<file path="src/hdl/fdnr_pkg.sv">
// Shared widths, defaults and width helpers for the feedback delay network reverb core.
package fdnr_pkg;

    // Fixed field widths
    localparam int SAMPLE_W  = 16;   // Q1.15 samples and gain
    localparam int DELAY_W   = 20;   // Q12.8 delays
    localparam int OUT_W     = 18;   // Q3.15 output sum
    localparam int NUM_REGS  = 4;    // spread factor registers
    localparam int CFG_IDX_W = 2;

    // Parameter defaults
    localparam int DEF_NUM_LINES = 4;
    localparam int DEF_LINE_LEN  = 4096;

    // Width of the tap sum for n lines
    function automatic int sum_width(input int n);
        return SAMPLE_W + $clog2(n);
    endfunction

    // Width of the Householder feedback term for n lines
    function automatic int fb_width(input int n);
        return SAMPLE_W + sum_width(n) + 1 - 14;
    endfunction

endpackage

</file>
<file path="src/hdl/fdnr_fb_unit.sv">
// Householder feedback term floor(-2*g*sum / (N*2^15)), three register stages.
module fdnr_fb_unit #(
    parameter int NUM_LINES = fdnr_pkg::DEF_NUM_LINES
) (
    input  logic                                              i_clk,
    input  logic signed [fdnr_pkg::SAMPLE_W-1:0]              i_gain,
    input  logic signed [fdnr_pkg::sum_width(NUM_LINES)-1:0]  i_sum,
    output logic signed [fdnr_pkg::fb_width(NUM_LINES)-1:0]   o_fb
);
    import fdnr_pkg::*;

    localparam int SUM_W = sum_width(NUM_LINES);
    localparam int PW    = SAMPLE_W + SUM_W;
    localparam int TW    = fb_width(NUM_LINES);
    localparam int LG    = $clog2(NUM_LINES);
    localparam int K     = TW + LG;
    localparam int MW    = K + 1;
    localparam int UQW   = TW + MW;
    // Reciprocal of NUM_LINES, rounded up; exact for inputs below 2^TW
    localparam logic [MW-1:0] RECIP = MW'(((64'd1 << K) + NUM_LINES - 1) / NUM_LINES);

    logic signed [PW-1:0]  r_prod;
    logic [UQW-1:0]        r_uq;
    logic                  r_neg;

    logic signed [PW:0]    v_c;
    logic signed [PW:0]    vs_c;
    logic signed [TW-1:0]  t_c;
    logic [TW-1:0]         mag_c;
    logic [TW-1:0]         u_c;
    logic [TW-1:0]         q_c;

    // Stage 1: g * sum
    always_ff @(posedge i_clk) begin
        r_prod <= PW'(i_gain) * PW'(i_sum);
    end

    // Stage 2: floor(-prod / 2^14), then magnitude times reciprocal
    always_comb begin
        v_c   = -((PW+1)'(r_prod));
        vs_c  = v_c >>> 14;
        t_c   = TW'(vs_c);
        mag_c = t_c[TW-1] ? TW'(-t_c) : TW'(t_c);
        // floor of a negative quotient rounds the magnitude up
        u_c   = t_c[TW-1] ? mag_c + TW'(NUM_LINES - 1) : mag_c;
    end

    always_ff @(posedge i_clk) begin
        r_uq  <= UQW'(u_c) * UQW'(RECIP);
        r_neg <= t_c[TW-1];
    end

    // Stage 3: restore sign
    assign q_c = TW'(r_uq >> K);

    always_ff @(posedge i_clk) begin
        o_fb <= r_neg ? -$signed(q_c) : $signed(q_c);
    end

endmodule

</file>
<file path="config.mk">
export PLATFORM = sky130hd
export DESIGN_NAME = fdnr_fb_unit
export DESIGN_NICKNAME = d
export VERILOG_FILES = /design/src/hdl/fdnr_pkg.sv /design/src/hdl/fdnr_fb_unit.sv
export SDC_FILE = /design/constraint.sdc
export NUM_CORES = 1
export LEC_CHECK = 0
export BUFFER_PORTS_ARGS = -buffer_cell sky130_fd_sc_hd__buf_2
export CAP_MARGIN = 20
export CORE_ASPECT_RATIO = 0.8
export CORE_MARGIN = 2
export CORE_UTILIZATION = 65
export DETAILED_ROUTE_END_ITERATION = 8
export GPL_ROUTABILITY_DRIVEN = 0
export GPL_TIMING_DRIVEN = 0
export HOLD_SLACK_MARGIN = 0.06
export PLACE_DENSITY = 0.87
export SETUP_SLACK_MARGIN = 0.05
export SLEW_MARGIN = 15
export SYNTH_ARGS = -nofsm -noshare
export SYNTH_HDL_FRONTEND = slang
export SYNTH_SLANG_ARGS = --single-unit
</file>
<file path="constraint.sdc">
create_clock -name i_clk -period 10.8 [get_ports i_clk]
set_clock_uncertainty 0.1 [all_clocks]
set_input_delay 2.16 -clock i_clk [delete_from_list [all_inputs] [get_ports i_clk]]
set_output_delay 2.16 -clock i_clk [all_outputs]
set_load 0.02 [all_outputs]
</file>
# [After elaboration in Yosys (flattened, before gate mapping)]
# Cells that the tools add are included.
[op_classes] addsub=4 n_mul=1 muxes=3
[ops] operator="21-bit two-way mux" n=2
[ops] operator="34-bit negation with 35-bit output" n=1
[ops] operator="16-bit by 18-bit multiplier with 34-bit output" n=1
[ops] operator="21-bit by 2-bit adder with 21-bit output (second input constant)" n=1
[ops] operator="19-bit negation with 21-bit output" n=1
[ops] operator="21-bit negation" n=1
[ops] operator="19-bit two-way mux" n=1
[totals] register_bits=77 input_bits=35

# [Longest topological paths before layout]
# Gate-level depths: netlist of the first run.
[logic_depth] depth_word=5 depth_mapped=26

# [Least setup slack after synthesis of the first run]
# No wires, ideal clock.
[synth_path] kind="input to register" from="input i_gain[8] (netlist bit)" to="register r_prod[31]" setup_time_ns=0.072 t_arrival_ns=8.217 required_time_ns=10.628 slack_ns=2.411 path_stages=24 path_buffers=2 path_cell_list="clkbuf_1 clkbuf_1 nand2_1 fa_1 inv_1 fa_1 inv_1 fa_1 inv_1 fa_1 fa_1 inv_1 fa_1 inv_1 ha_1 a21boi_0 a311oi_2 o21ai_1 a41oi_1 a21oi_1 a2111oi_0 o21ai_1 a21oi_1 xnor2_1"
[synth_between] elab_chain_cells=1
[synth_lines] element="start, declared" line_no="fdnr_fb_unit.sv:6" rtl="input logic signed [fdnr_pkg::SAMPLE_W-1:0] i_gain,"
[synth_lines] element="16-bit by 18-bit multiplier with 34-bit output" line_no="fdnr_fb_unit.sv:35" rtl="r_prod <= PW'(i_gain) * PW'(i_sum);"
[synth_lines] element="end signal, assigned" line_no="fdnr_fb_unit.sv:35"
[synth_lines] element="end, declared" line_no="fdnr_fb_unit.sv:22" rtl="logic signed [PW-1:0] r_prod;"
# Every way passes these cells.
# A chain may end at the register's enable or synchronous reset.

# [Final worst setup path of the first run]
[layout_path] from="input i_gain[9] (netlist bit)" to="register r_prod[31]"
# Same word-level chain as after synthesis.

==> impl_results.md, run 1 <==
- Dpl cell area: approximately 15,000 µm²
- Placed instance count: 1,922
- Clock slew at reported path FFs: ~0.060 ns
- Layout cells sized above 1: under 10%
- Antenna Violating Nets Remaining: 0
- Complex-gate fraction of the synthesized area: 7.22%
- Mean area per synthesized cell: roughly 8.9 µm²
- Ys async rst share: 0%
- Mapped Area: 14,300 µm²
- Synth Area in Adders: 48.3%
- Yosys warns: 0
- Crit start category: primary input
- Die width: 170 µm
- Worst endpoint required time: ~11 ns
- First-pass detailed-route iteration total: 8
- Tot GR Track Use: around a third
- Worst-Skew Late Latency: between 0.3 and 0.4 ns
- Post-synthesis simple-gate area fraction: between 10% and 20%
- RSZ-0062 raised after global routing: no
- Maximum root-to-sink buffer count: 2
- Max cap viols: 0
- Commonest cells after routing, fill and taps aside: inv_1 (364), fa_1 (290), nand2_1 (186), and2_1 (141), ha_1 (88)
- H-tree Lvls: 3
- Tightest Hold Check Type: flop to flop
- CTS buffer count: 9
- Setup TNS: 0 ns
- Critical Path AT: around 9.5 ns
- CTS sink cnt: 75
- Fin. Hold Viols: 0
- Final setup margin: between 1 and 1.5 ns
- Setup crit end kind: flop
- Placeable Area: approximately 22,000 µm²
- Initial antenna violation count: 0
- #FFs+latches synth: between 70 and 80
- Final setup fails: 0
- Primary FF master, synth: dfxtp_1
- Worst slack at placement: 1.25 ns
- Crit path max fanout: 10
- Hold Buf Count CTS: 0
- Fin area: ~15,000 µm²
- Post-CTS setup buffers: 0
- Final net count: roughly 2.1k
- Largest net degree at the start of global routing: 13
- Outcome: complete, no violations
- Mux cell area share after synthesis: 0%
- Relative slew slack: about 49%
- Critical path class: primary input to flop
- Fmax: 107 MHz
- Drt initial violations: around 1k
- Final Cycle Share: a little under nine tenths
- Die H: about 140 µm
- Post-CTS sizing: 0
- Avg Vias per Cell: 5.83
- HPWL after detailed placement: ~30,000 µm
- Tmin final: around 9.3 ns
- # DRC: 0
- Largest family of logic cells by synthesized area: adder cells
- Synth Net Count: about 2.0k
- Seq/Total Area, Yosys: a little over a tenth
- Clock root buffer: clkbuf_16
- Routed Wire Length: between 30,000 and 40,000 µm
- First-pass GRT wire length: about 60,000 µm
- Post-Synth XOR/XNOR Area: 5.52%
- Worst slew pin tran: around 0.76 ns
- Ports: between 50 and 60
- Die ar.: between 20,000 and 25,000 µm²
- Max-slew violations: 0
- Most common cell after layout, fill and taps aside: inv_1
- Via count: between 10k and 15k
- GR Overflow Total: 0
- Fillers: between 1.5k and 2k
- Finished Layout Cells: 1,940
- Vias in the first global route: approximately 12k
- CTS tree: built
- P&R area growth vs syn: 6.06%
- Rows: 48
- IO Port Bufs: 49
- Number of synthesized flops with an enable pin: 0
- Initial Util: between 60% and 70%
- Library cells used by synthesis: ~70
- Routed WL per cell: around 19 µm
- Synth Instances: 1,598
==> cell type report <==
type	count	area [µm²]	area share, %
repair buffers	49	245	1.62
flip-flops and latches	75	1500	9.91
diodes	2	5.00	0.0330
well taps	275	344	2.27
clock inverters	5	28.8	0.190
inverters	365	1370	9.04
multi-input cells	1102	11200	73.9
clock buffers	11	243	1.60
plain buffers	56	220	1.45
==> registers in the layout, summed over array words and instances (netlist names) <==
name / flops
r_prod: 34
r_neg: 1
o_fb: 21
r_uq: 19
==> worst paths after layout <==
path	start	depth (start not counted)	slack, ns	end
max reg2reg	r_prod[9]	16	6.54	r_uq[36]
min reg2reg	r_uq[23]	0	0.30	o_fb[0]
min	r_uq[23]	0	0.30	o_fb[0]
max	i_gain[9]	24	1.50	r_prod[31]
==> logic make-up after synthesis <==
family,after synthesis
AO/OA/AOI/OAI,153
XOR/XNOR,90
adder cells (fa/ha/maj),378
buffers and inverters,421
flip-flops,75
other,1
AND/OR/NAND/NOR,480
==> per-layer routing <==
layer | part of all wire, % | GRT usage, % | up-vias
met5 | 0 | 0 | -
met4 | 5.2 | 15.0 | 0
met3 | 12 | 11.2 | 165
met2 | 46 | 56.0 | 676
met1 | 36 | 40.7 | 5522
li1 | - | - | 4949
==> synth_stat cells, types with 15 or more instances <==
master	n	share of area, %
a21oi_1	45	1.6
clkbuf_1	52	1.4
nand3_1	16	0.56
a21o_1	16	0.84
dfxtp_1	75	11
nor3_1	15	0.53
xor2_1	18	1.1
and2_1	141	6.2
fa_1	290	41
nand2_1	186	4.9
ha_1	88	7.7
inv_1	364	9.6
nor2_1	46	1.2
xnor2_1	72	4.4
o21ai_0	24	0.84
==> critical path, stage by stage <==
cell and delay, ns:
clkbuf_1 0.48, clkbuf_1 0.58, nand2_1 0.16, fa_1 0.52, inv_1 0.05, fa_1 0.52
inv_1 0.06, fa_1 0.53, inv_1 0.06, fa_1 0.51, fa_1 0.56, inv_1 0.07
fa_1 0.54, inv_1 0.04, ha_1 0.33, a21boi_0 0.15, a311oi_2 0.40, o21ai_1 0.16
a41oi_1 0.30, a21oi_1 0.23, a2111oi_0 0.56, o21ai_1 0.15, a21oi_1 0.20, xnor2_1 0.14
==> through the flow <==
stage,utilization (%),hold slack [ns]
final,70.3,0.301
after global routing,70.3,0.312
after CTS,70.3,0.301
after detailed placement,69.0,0.292
after global placement,69.0,0.280
after floorplan,-,0.266
Power of run 1 is left out: the tool's default activity adds up to more than one toggle a clock period on the data nets, which glitch-free logic cannot reach.
==> inputs of run 2 (changes only) <==
Settings changed: ABC_AREA set to 1, CORE_UTILIZATION 65 to 52, PLACE_DENSITY 0.87 to 0.73.
==> impl_results.md, run 2 <==
- Outcome: complete, no violations
- Final net count: 2,420 (+17%)
- First-pass GRT wire length: 61,400 µm (+2.0%)
- Post-Synth XOR/XNOR Area: 3.90% (-1.6 points)
- Mean area per synthesized cell: 7.65 µm² (-14%)
- CP max stage cell: fa_1
- First-pass detailed-route iteration total: 5 (-3)
- CTS sink cnt: 75 (unchanged)
- Ports: 56 (unchanged)
- Antenna Violating Nets Remaining: 0 (unchanged)
- Fin. Hold Viols: 0 (unchanged)
- Synth Instances: 1,968 (+23%)
- Fillers: 2,656 (+69%)
- Setup TNS: 0 ns (unchanged)
- Maximum root-to-sink buffer count: 2 (unchanged)
- Fmax: 111 MHz (+3.0%)
- Die H: 156 µm (+14%)
- Rows: 55 (+15%)
- Placeable Area: 28,400 µm² (+31%)
- Worst Path Buf+Inv: 8 (+1)
- HPWL after detailed placement: 30,600 µm (+3.3%)
- Worst Setup EP: r_prod[33]
- Crit start category: primary input
- Complex-gate fraction of the synthesized area: 3.55% (-3.7 points)
- H-tree Lvls: 3 (unchanged)
- Die ar.: 30,300 µm² (+31%)
- IO Port Bufs: 28 (-43%)
- R2r endpoint: r_uq[36]
- Crit path max fanout: 10 (unchanged)
- Final setup fails: 0 (unchanged)
- Cell with the most instances after synthesis: inv_1
- Seq/Total Area, Yosys: 9.97% (-0.53 points)
- Cell family with most CP delay: adder cells
- Largest family of logic cells by synthesized area: adder cells
- Worst path cell trace: clkbuf_1 > buf_1 > nand2_1 > fa_1 > inv_1 > fa_1 > inv_1 > fa_1 > inv_1 > fa_1 > inv_1 > fa_1 > fa_1 > inv_1 > ha_1 > inv_1 > o21bai_1 > a21oi_1 > o21ai_0 > a221oi_1 > xor2_1
- Initial Util: 53.1% (-13 points)
- Post-CTS setup buffers: 0 (unchanged)
- R2R Path Start: r_prod[1]
- Hold Buf Count CTS: 0 (unchanged)
- Largest regs: r_prod (34), o_fb (21), r_uq (19)
- Relative slew slack: 41.6% (-7.6 points)
- Max reg flops: 34 (unchanged)
- Max-slew violations: 0 (unchanged)
- Worst slew pin tran: 0.876 ns (+0.114 ns)
- Clock root buffer: clkbuf_16
- Number of diodes: 0 (-2)
- Critical Path AT: 9.19 ns (-0.28 ns)
- Most common cell after layout, fill and taps aside: inv_1
- Commonest cells after routing, fill and taps aside: inv_1 (582), nand2_1 (466), fa_1 (290), nor2_1 (90), ha_1 (88)
- Critical path class: primary input to flop
- Setup slack, reg-to-reg: 7.94 ns (+1.40 ns)
- Post-CTS sizing: 0 (unchanged)
- Via count: 12.0k (+5.6%)
- Final setup margin: 1.76 ns (+0.267 ns)
- Die width: 194 µm (+14%)
- P&R area growth vs syn: 5.88%
- Synth top area cells: fa_1 (39%), inv_1 (15%), nand2_1 (12%)
- Mapped Area: 15,100 µm² (+5.4%)
- Initial antenna violation count: 0 (unchanged)
- Synth Net Count: 2,381 (+18%)
- Worst-case reg-to-reg path depth: 18 (+2)
- Primary FF master, synth: dfxtp_1
- Routed WL per cell: 15.2 µm (-19%)
- CTS buffer count: 9 (unchanged)
- Max cap viols: 0 (unchanged)
- Post-synth top cells: inv_1 (582), nand2_1 (466), fa_1 (290)
- Library cells used by synthesis: 49 (-29%)
- Setup crit end kind: flop
- CTS tree: built
- Yosys warns: 0 (unchanged)
- Number of synthesized flops with an enable pin: 0 (unchanged)
- Tightest Hold Check Type: flop to flop
- Post-synthesis simple-gate area fraction: 20.3% (+3.0 points)
- #FFs+latches synth: 75 (unchanged)
- Top cell type's share of synthesized area: 38.6% (-2.1 points)
- Routed Wire Length: 36,100 µm (-0.18%)
- Worst endpoint required time: 10.95 ns (about the same)
- Largest net degree at the start of global routing: 16 (+3)
- Layout cells sized above 1: 6.01% (+0.54 points)
- # DRC: 0 (unchanged)
- Clock slew at reported path FFs: 0.06 ns (about the same)
- RSZ-0062 raised after global routing: no
- Synth area leader: fa_1
- CP Depth: 21 (-13%)
- Tot GR Track Use: 25.6% (-8.2 points)
- Final Cycle Share: 83.7% (-2.5 points)
- Drt initial violations: 859 (-16%)
- Reg with most FFs: r_prod
- GR Overflow Total: 0 (unchanged)
- Worst slack at placement: 1.47 ns (+0.222 ns)
- Crit path from: i_gain[6]
- Avg Vias per Cell: 5.02 (-14%)
- Tmin final: 9.04 ns (-0.267 ns)
- Mux cell area share after synthesis: 0% (unchanged)
- Crit path largest cell delay: 0.91 ns (+0.33 ns)
- Vias in the first global route: 12.4k (+0.69%)
- Synth Area in Adders: 45.9% (-2.5 points)
- Ys async rst share: 0% (unchanged)
- Worst-Skew Late Latency: 0.34 ns (about the same)
-- run 2: worst min path at each step --
stage,start,depth (start not counted),to,slack [ns]
5_1_grt,r_uq[23],0,o_fb[0],0.28
3_3_place_gp,r_uq[23],0,o_fb[0],0.26
6_report,r_uq[23],0,o_fb[0],0.28
4_1_cts,r_uq[23],0,o_fb[0],0.28
2_1_floorplan,r_uq[23],0,o_fb[0],0.25
3_5_place_dp,r_uq[23],0,o_fb[0],0.27
-- run 2: stage by stage --
step | area [µm²] | utilization (%) | cells | hold WS [ns]
global placement | 15700 | 55.2 | 2366 | 0.264
detailed placement | 15700 | 55.2 | 2366 | 0.271
finish | 15900 | 56.2 | 2382 | 0.279
CTS | 15900 | 56.2 | 2382 | 0.275
global route | 15900 | 56.2 | 2382 | 0.284
floorplan | 15100 | - | 1968 | 0.251
-- run 2: final cells by class --
class / count / area, µm² / share of cell area, %
multi-input cells: 1241 / 11100 / 69.6
inverters: 587 / 2200 / 13.8
flip-flops and latches: 75 / 1500 / 9.42
well taps: 370 / 463 / 2.90
plain buffers: 65 / 260 / 1.63
clock buffers: 9 / 225 / 1.41
repair buffers: 28 / 140 / 0.879
clock inverters: 7 / 57.6 / 0.361
-- run 2: kinds of logic (layout without fill, tap and decap cells) --
group,count (synthesis),after routing
simple gates,702,702
buf+inv,652,696
fa+ha+maj,378,378
compound gates,93,93
flops,75,75
xor+xnor,67,67
other cells,1,1
-- run 2: routing by layer --
metal / routed length [µm] / up-vias / GRT usage (%) / part of all wire [%]
li1: - / 5671 / - / -
met1: 15800 / 5734 / 35.1 / 44
met2: 16000 / 474 / 41.5 / 44
met3: 3260 / 71 / 5.25 / 9.0
met4: 1110 / 0 / 7.47 / 3.1
met5: 0 / - / 0 / 0
-- run 2: worst register-to-register path, stage by stage (launching register included) --
cell and delay [ns]:
dfxtp_1 0.33, nor2_2 0.23, nand2_1 0.09, nor2_1 0.19, nand2_1 0.12, nand2_2 0.12, ha_1 0.21, nand2_2 0.08
nor2_2 0.13, nand2_1 0.10, nand2_2 0.08, nand2_1 0.07, nand2_2 0.10, nand2_2 0.10, nor2_8 0.15, nand2_4 0.08
nor3_4 0.20, nand2_2 0.09, xor2_1 0.15
Power of run 2 is left out for the same reason.
==> inputs of run 3 (changes only) <==
Settings changed: ABC_AREA 1 to 0.
Clock period 10.8 ns to 9 ns, I/O delays scaled along.
==> impl_results.md, run 3 (same netlist as run 1, synthesis figures left out) <==
- Outcome: complete, no violations
- Multi-input logic area: 11,200 µm² (+0.99%)
- Avg Vias per Cell: 5.40 (+7.7%)
- Initial Util: 52.6% (-0.49 points)
- Final setup fails: 0 (unchanged)
- Placeable Area: 27,200 µm² (-4.2%)
- Reg with most FFs: r_prod
- IO Port Bufs: 49 (+75%)
- GR Overflow Total: 0 (unchanged)
- Die H: 152 µm (-2.5%)
- Layout cells sized above 1: 6.53% (+0.51 points)
- P&R area growth vs syn: 6.78%
- Finished Layout Cells: 2,020 (-15%)
- Setup slack, reg-to-reg: 4.81 ns (-3.13 ns)
- Hold endpoint: o_fb[0]
- Max cap viols: 0 (unchanged)
- Worst slack at placement: -0.232 ns (-1.71 ns)
- Max-slew violations: 0 (unchanged)
- CTS sink cnt: 75 (unchanged)
- R2r endpoint: r_uq[36]
- Hold Crit Depth: 0 (unchanged)
- Fin. Hold Viols: 0 (unchanged)
- Worst endpoint required time: 9.16 ns (-1.79 ns)
- Placed instance count: 2,011 (-15%)
- Largest regs: r_prod (34), o_fb (21), r_uq (19)
- Vias in the first global route: 11.8k (-4.9%)
- RSZ-0062 raised after global routing: no
- Relative slew slack: 52.4% (+11 points)
- Final Cycle Share: a little over nine tenths
- Die width: 189 µm (-2.5%)
- Antenna Violating Nets Remaining: 0 (unchanged)
- CTS tree: built
- Routed WL per cell: 17.4 µm (+15%)
- Hold wc startpoint: r_uq[23]
- Initial antenna violation count: 0 (unchanged)
- Critical path class: primary input to flop
- First-pass detailed-route iteration total: 5 (unchanged)
- Tmin final: 8.56 ns
- Most common cell after layout, fill and taps aside: inv_1
- Die ar.: 28,800 µm² (-5.0%)
- R2R Path Start: r_prod[5]
- Critical Path AT: 8.72 ns (-0.47 ns)
- Register area: 1500 µm² (unchanged)
- Setup crit end kind: flop
- Ports: 56 (unchanged)
- Crit path max fanout: 10 (unchanged)
- Via count: 10.9k (-8.6%)
- Worst path cell trace: buf_2 > clkbuf_2 > and2_1 > fa_1 > inv_1 > fa_1 > fa_1 > fa_1 > inv_1 > fa_1 > inv_1 > fa_1 > inv_1 > ha_1 > and3_1 > and2_1 > a311oi_2 > o21ai_1 > a41oi_1 > a21oi_1 > a2111oi_1 > o21ai_1 > a21oi_1 > xnor2_1
- Drt initial violations: 745 (-13%)
- First-pass GRT wire length: 59,900 µm (-2.5%)
- Cell family with most CP delay: adder cells
- CTS buffer count: 9 (unchanged)
- Tightest Hold Check Type: flop to flop
- HPWL after detailed placement: 29,400 µm (-3.8%)
- Fmax: between 100 and 150 MHz
- Fillers: 2,456 (-7.5%)
- Routed Wire Length: 35,100 µm (-2.8%)
- Worst Path Buf+Inv: 6 (-2)
- Clock root buffer: clkbuf_16
- Largest net degree at the start of global routing: 13 (-3)
- Rows: 54 (-1.8%)
- H-tree Lvls: 3 (unchanged)
- # DRC: 0 (unchanged)
- Final net count: 2,064 (-15%)
- Worst-case reg-to-reg path depth: 14 (-4)
- Maximum root-to-sink buffer count: 2 (unchanged)
- Crit start category: primary input
- Final setup margin: 0.442 ns (-1.32 ns)
- Crit path largest cell delay: 0.60 ns (-0.31 ns)
- Max reg flops: 34 (unchanged)
- Worst-Skew Late Latency: 0.33 ns (about the same)
- Most Frequent Cell on Critical Path: fa_1
- Worst slew pin tran: 0.714 ns (-0.162 ns)
- Tot GR Track Use: 26.4% (+0.81 points)
- Clock slew at reported path FFs: 0.06 ns (about the same)
- Commonest cells after routing, fill and taps aside: inv_1 (364), fa_1 (290), nand2_1 (186), and2_1 (141), ha_1 (88)
- CP max stage cell: fa_1
==> run 3: changes by cell type in the layout (fill, tap and decap cells not counted), moves of 11 or more <==
cell and delta:
nand2_1 -280, inv_1 -218, and2_1 +139, nor2_1 -44, xnor2_1 +42, clkbuf_1 -33
nand3_1 -33, nand2_2 -24, buf_2 +22, xor2_1 -19, clkbuf_2 +17, nor2_2 -17
a21o_1 +15, nand2b_1 +11
==> run 3: what timing repair did <==
item	in CTS	in global routing
hold buffers	0	0
setup endpoints to repair	0	5
gates resized for setup	0	35
buffers inserted	0	0
==> run 3: layout make-up <==
class / count / area share [%]
antenna: 1 / 0.0164
buffer: 49 / 1.41
clock buffer: 10 / 1.57
clock inverter: 5 / 0.197
inverter: 365 / 8.98
multi-input combinational: 1102 / 73.4
sequential: 75 / 9.84
tap: 364 / 2.99
timing repair buffer: 49 / 1.61
==> run 3: how the worst max path moves through the flow <==
stage | depth (start not counted) | slack [ns] | startpoint | endpoint
floorplan | 24 | 0.97 | i_gain[8] | r_prod[31]
global placement | 25 | -0.14 | i_gain[8] | r_prod[31]
detailed placement | 25 | -0.23 | i_gain[8] | r_prod[31]
CTS | 25 | 0.09 | i_gain[8] | r_prod[31]
global route | 24 | 0.13 | i_gain[6] | r_prod[31]
finish | 24 | 0.44 | i_gain[6] | r_prod[31]
==> run 3: through the flow <==
stage	area, µm²	hold WS [ns]	utilization [%]	setup TNS [ns]
floorplan	14300	0.266	-	0
global placement	15000	0.282	55.2	-0.140
detailed placement	15000	0.283	55.2	-0.232
CTS	15300	0.291	56.2	0
global route	15300	0.310	56.2	0
finish	15300	0.291	56.2	0
==> run 3: layer usage <==
layer | GRT usage [%] | wire (µm) | part of all wire, % | vias to the layer above
li1 | - | - | - | 4938
met1 | 34.3 | 14200 | 41 | 5395
met2 | 42.0 | 15700 | 45 | 481
met3 | 7.85 | 3700 | 11 | 104
met4 | 9.97 | 1460 | 4.2 | 0
met5 | 0 | 0 | 0 | -
Power of run 3 is left out for the same reason.
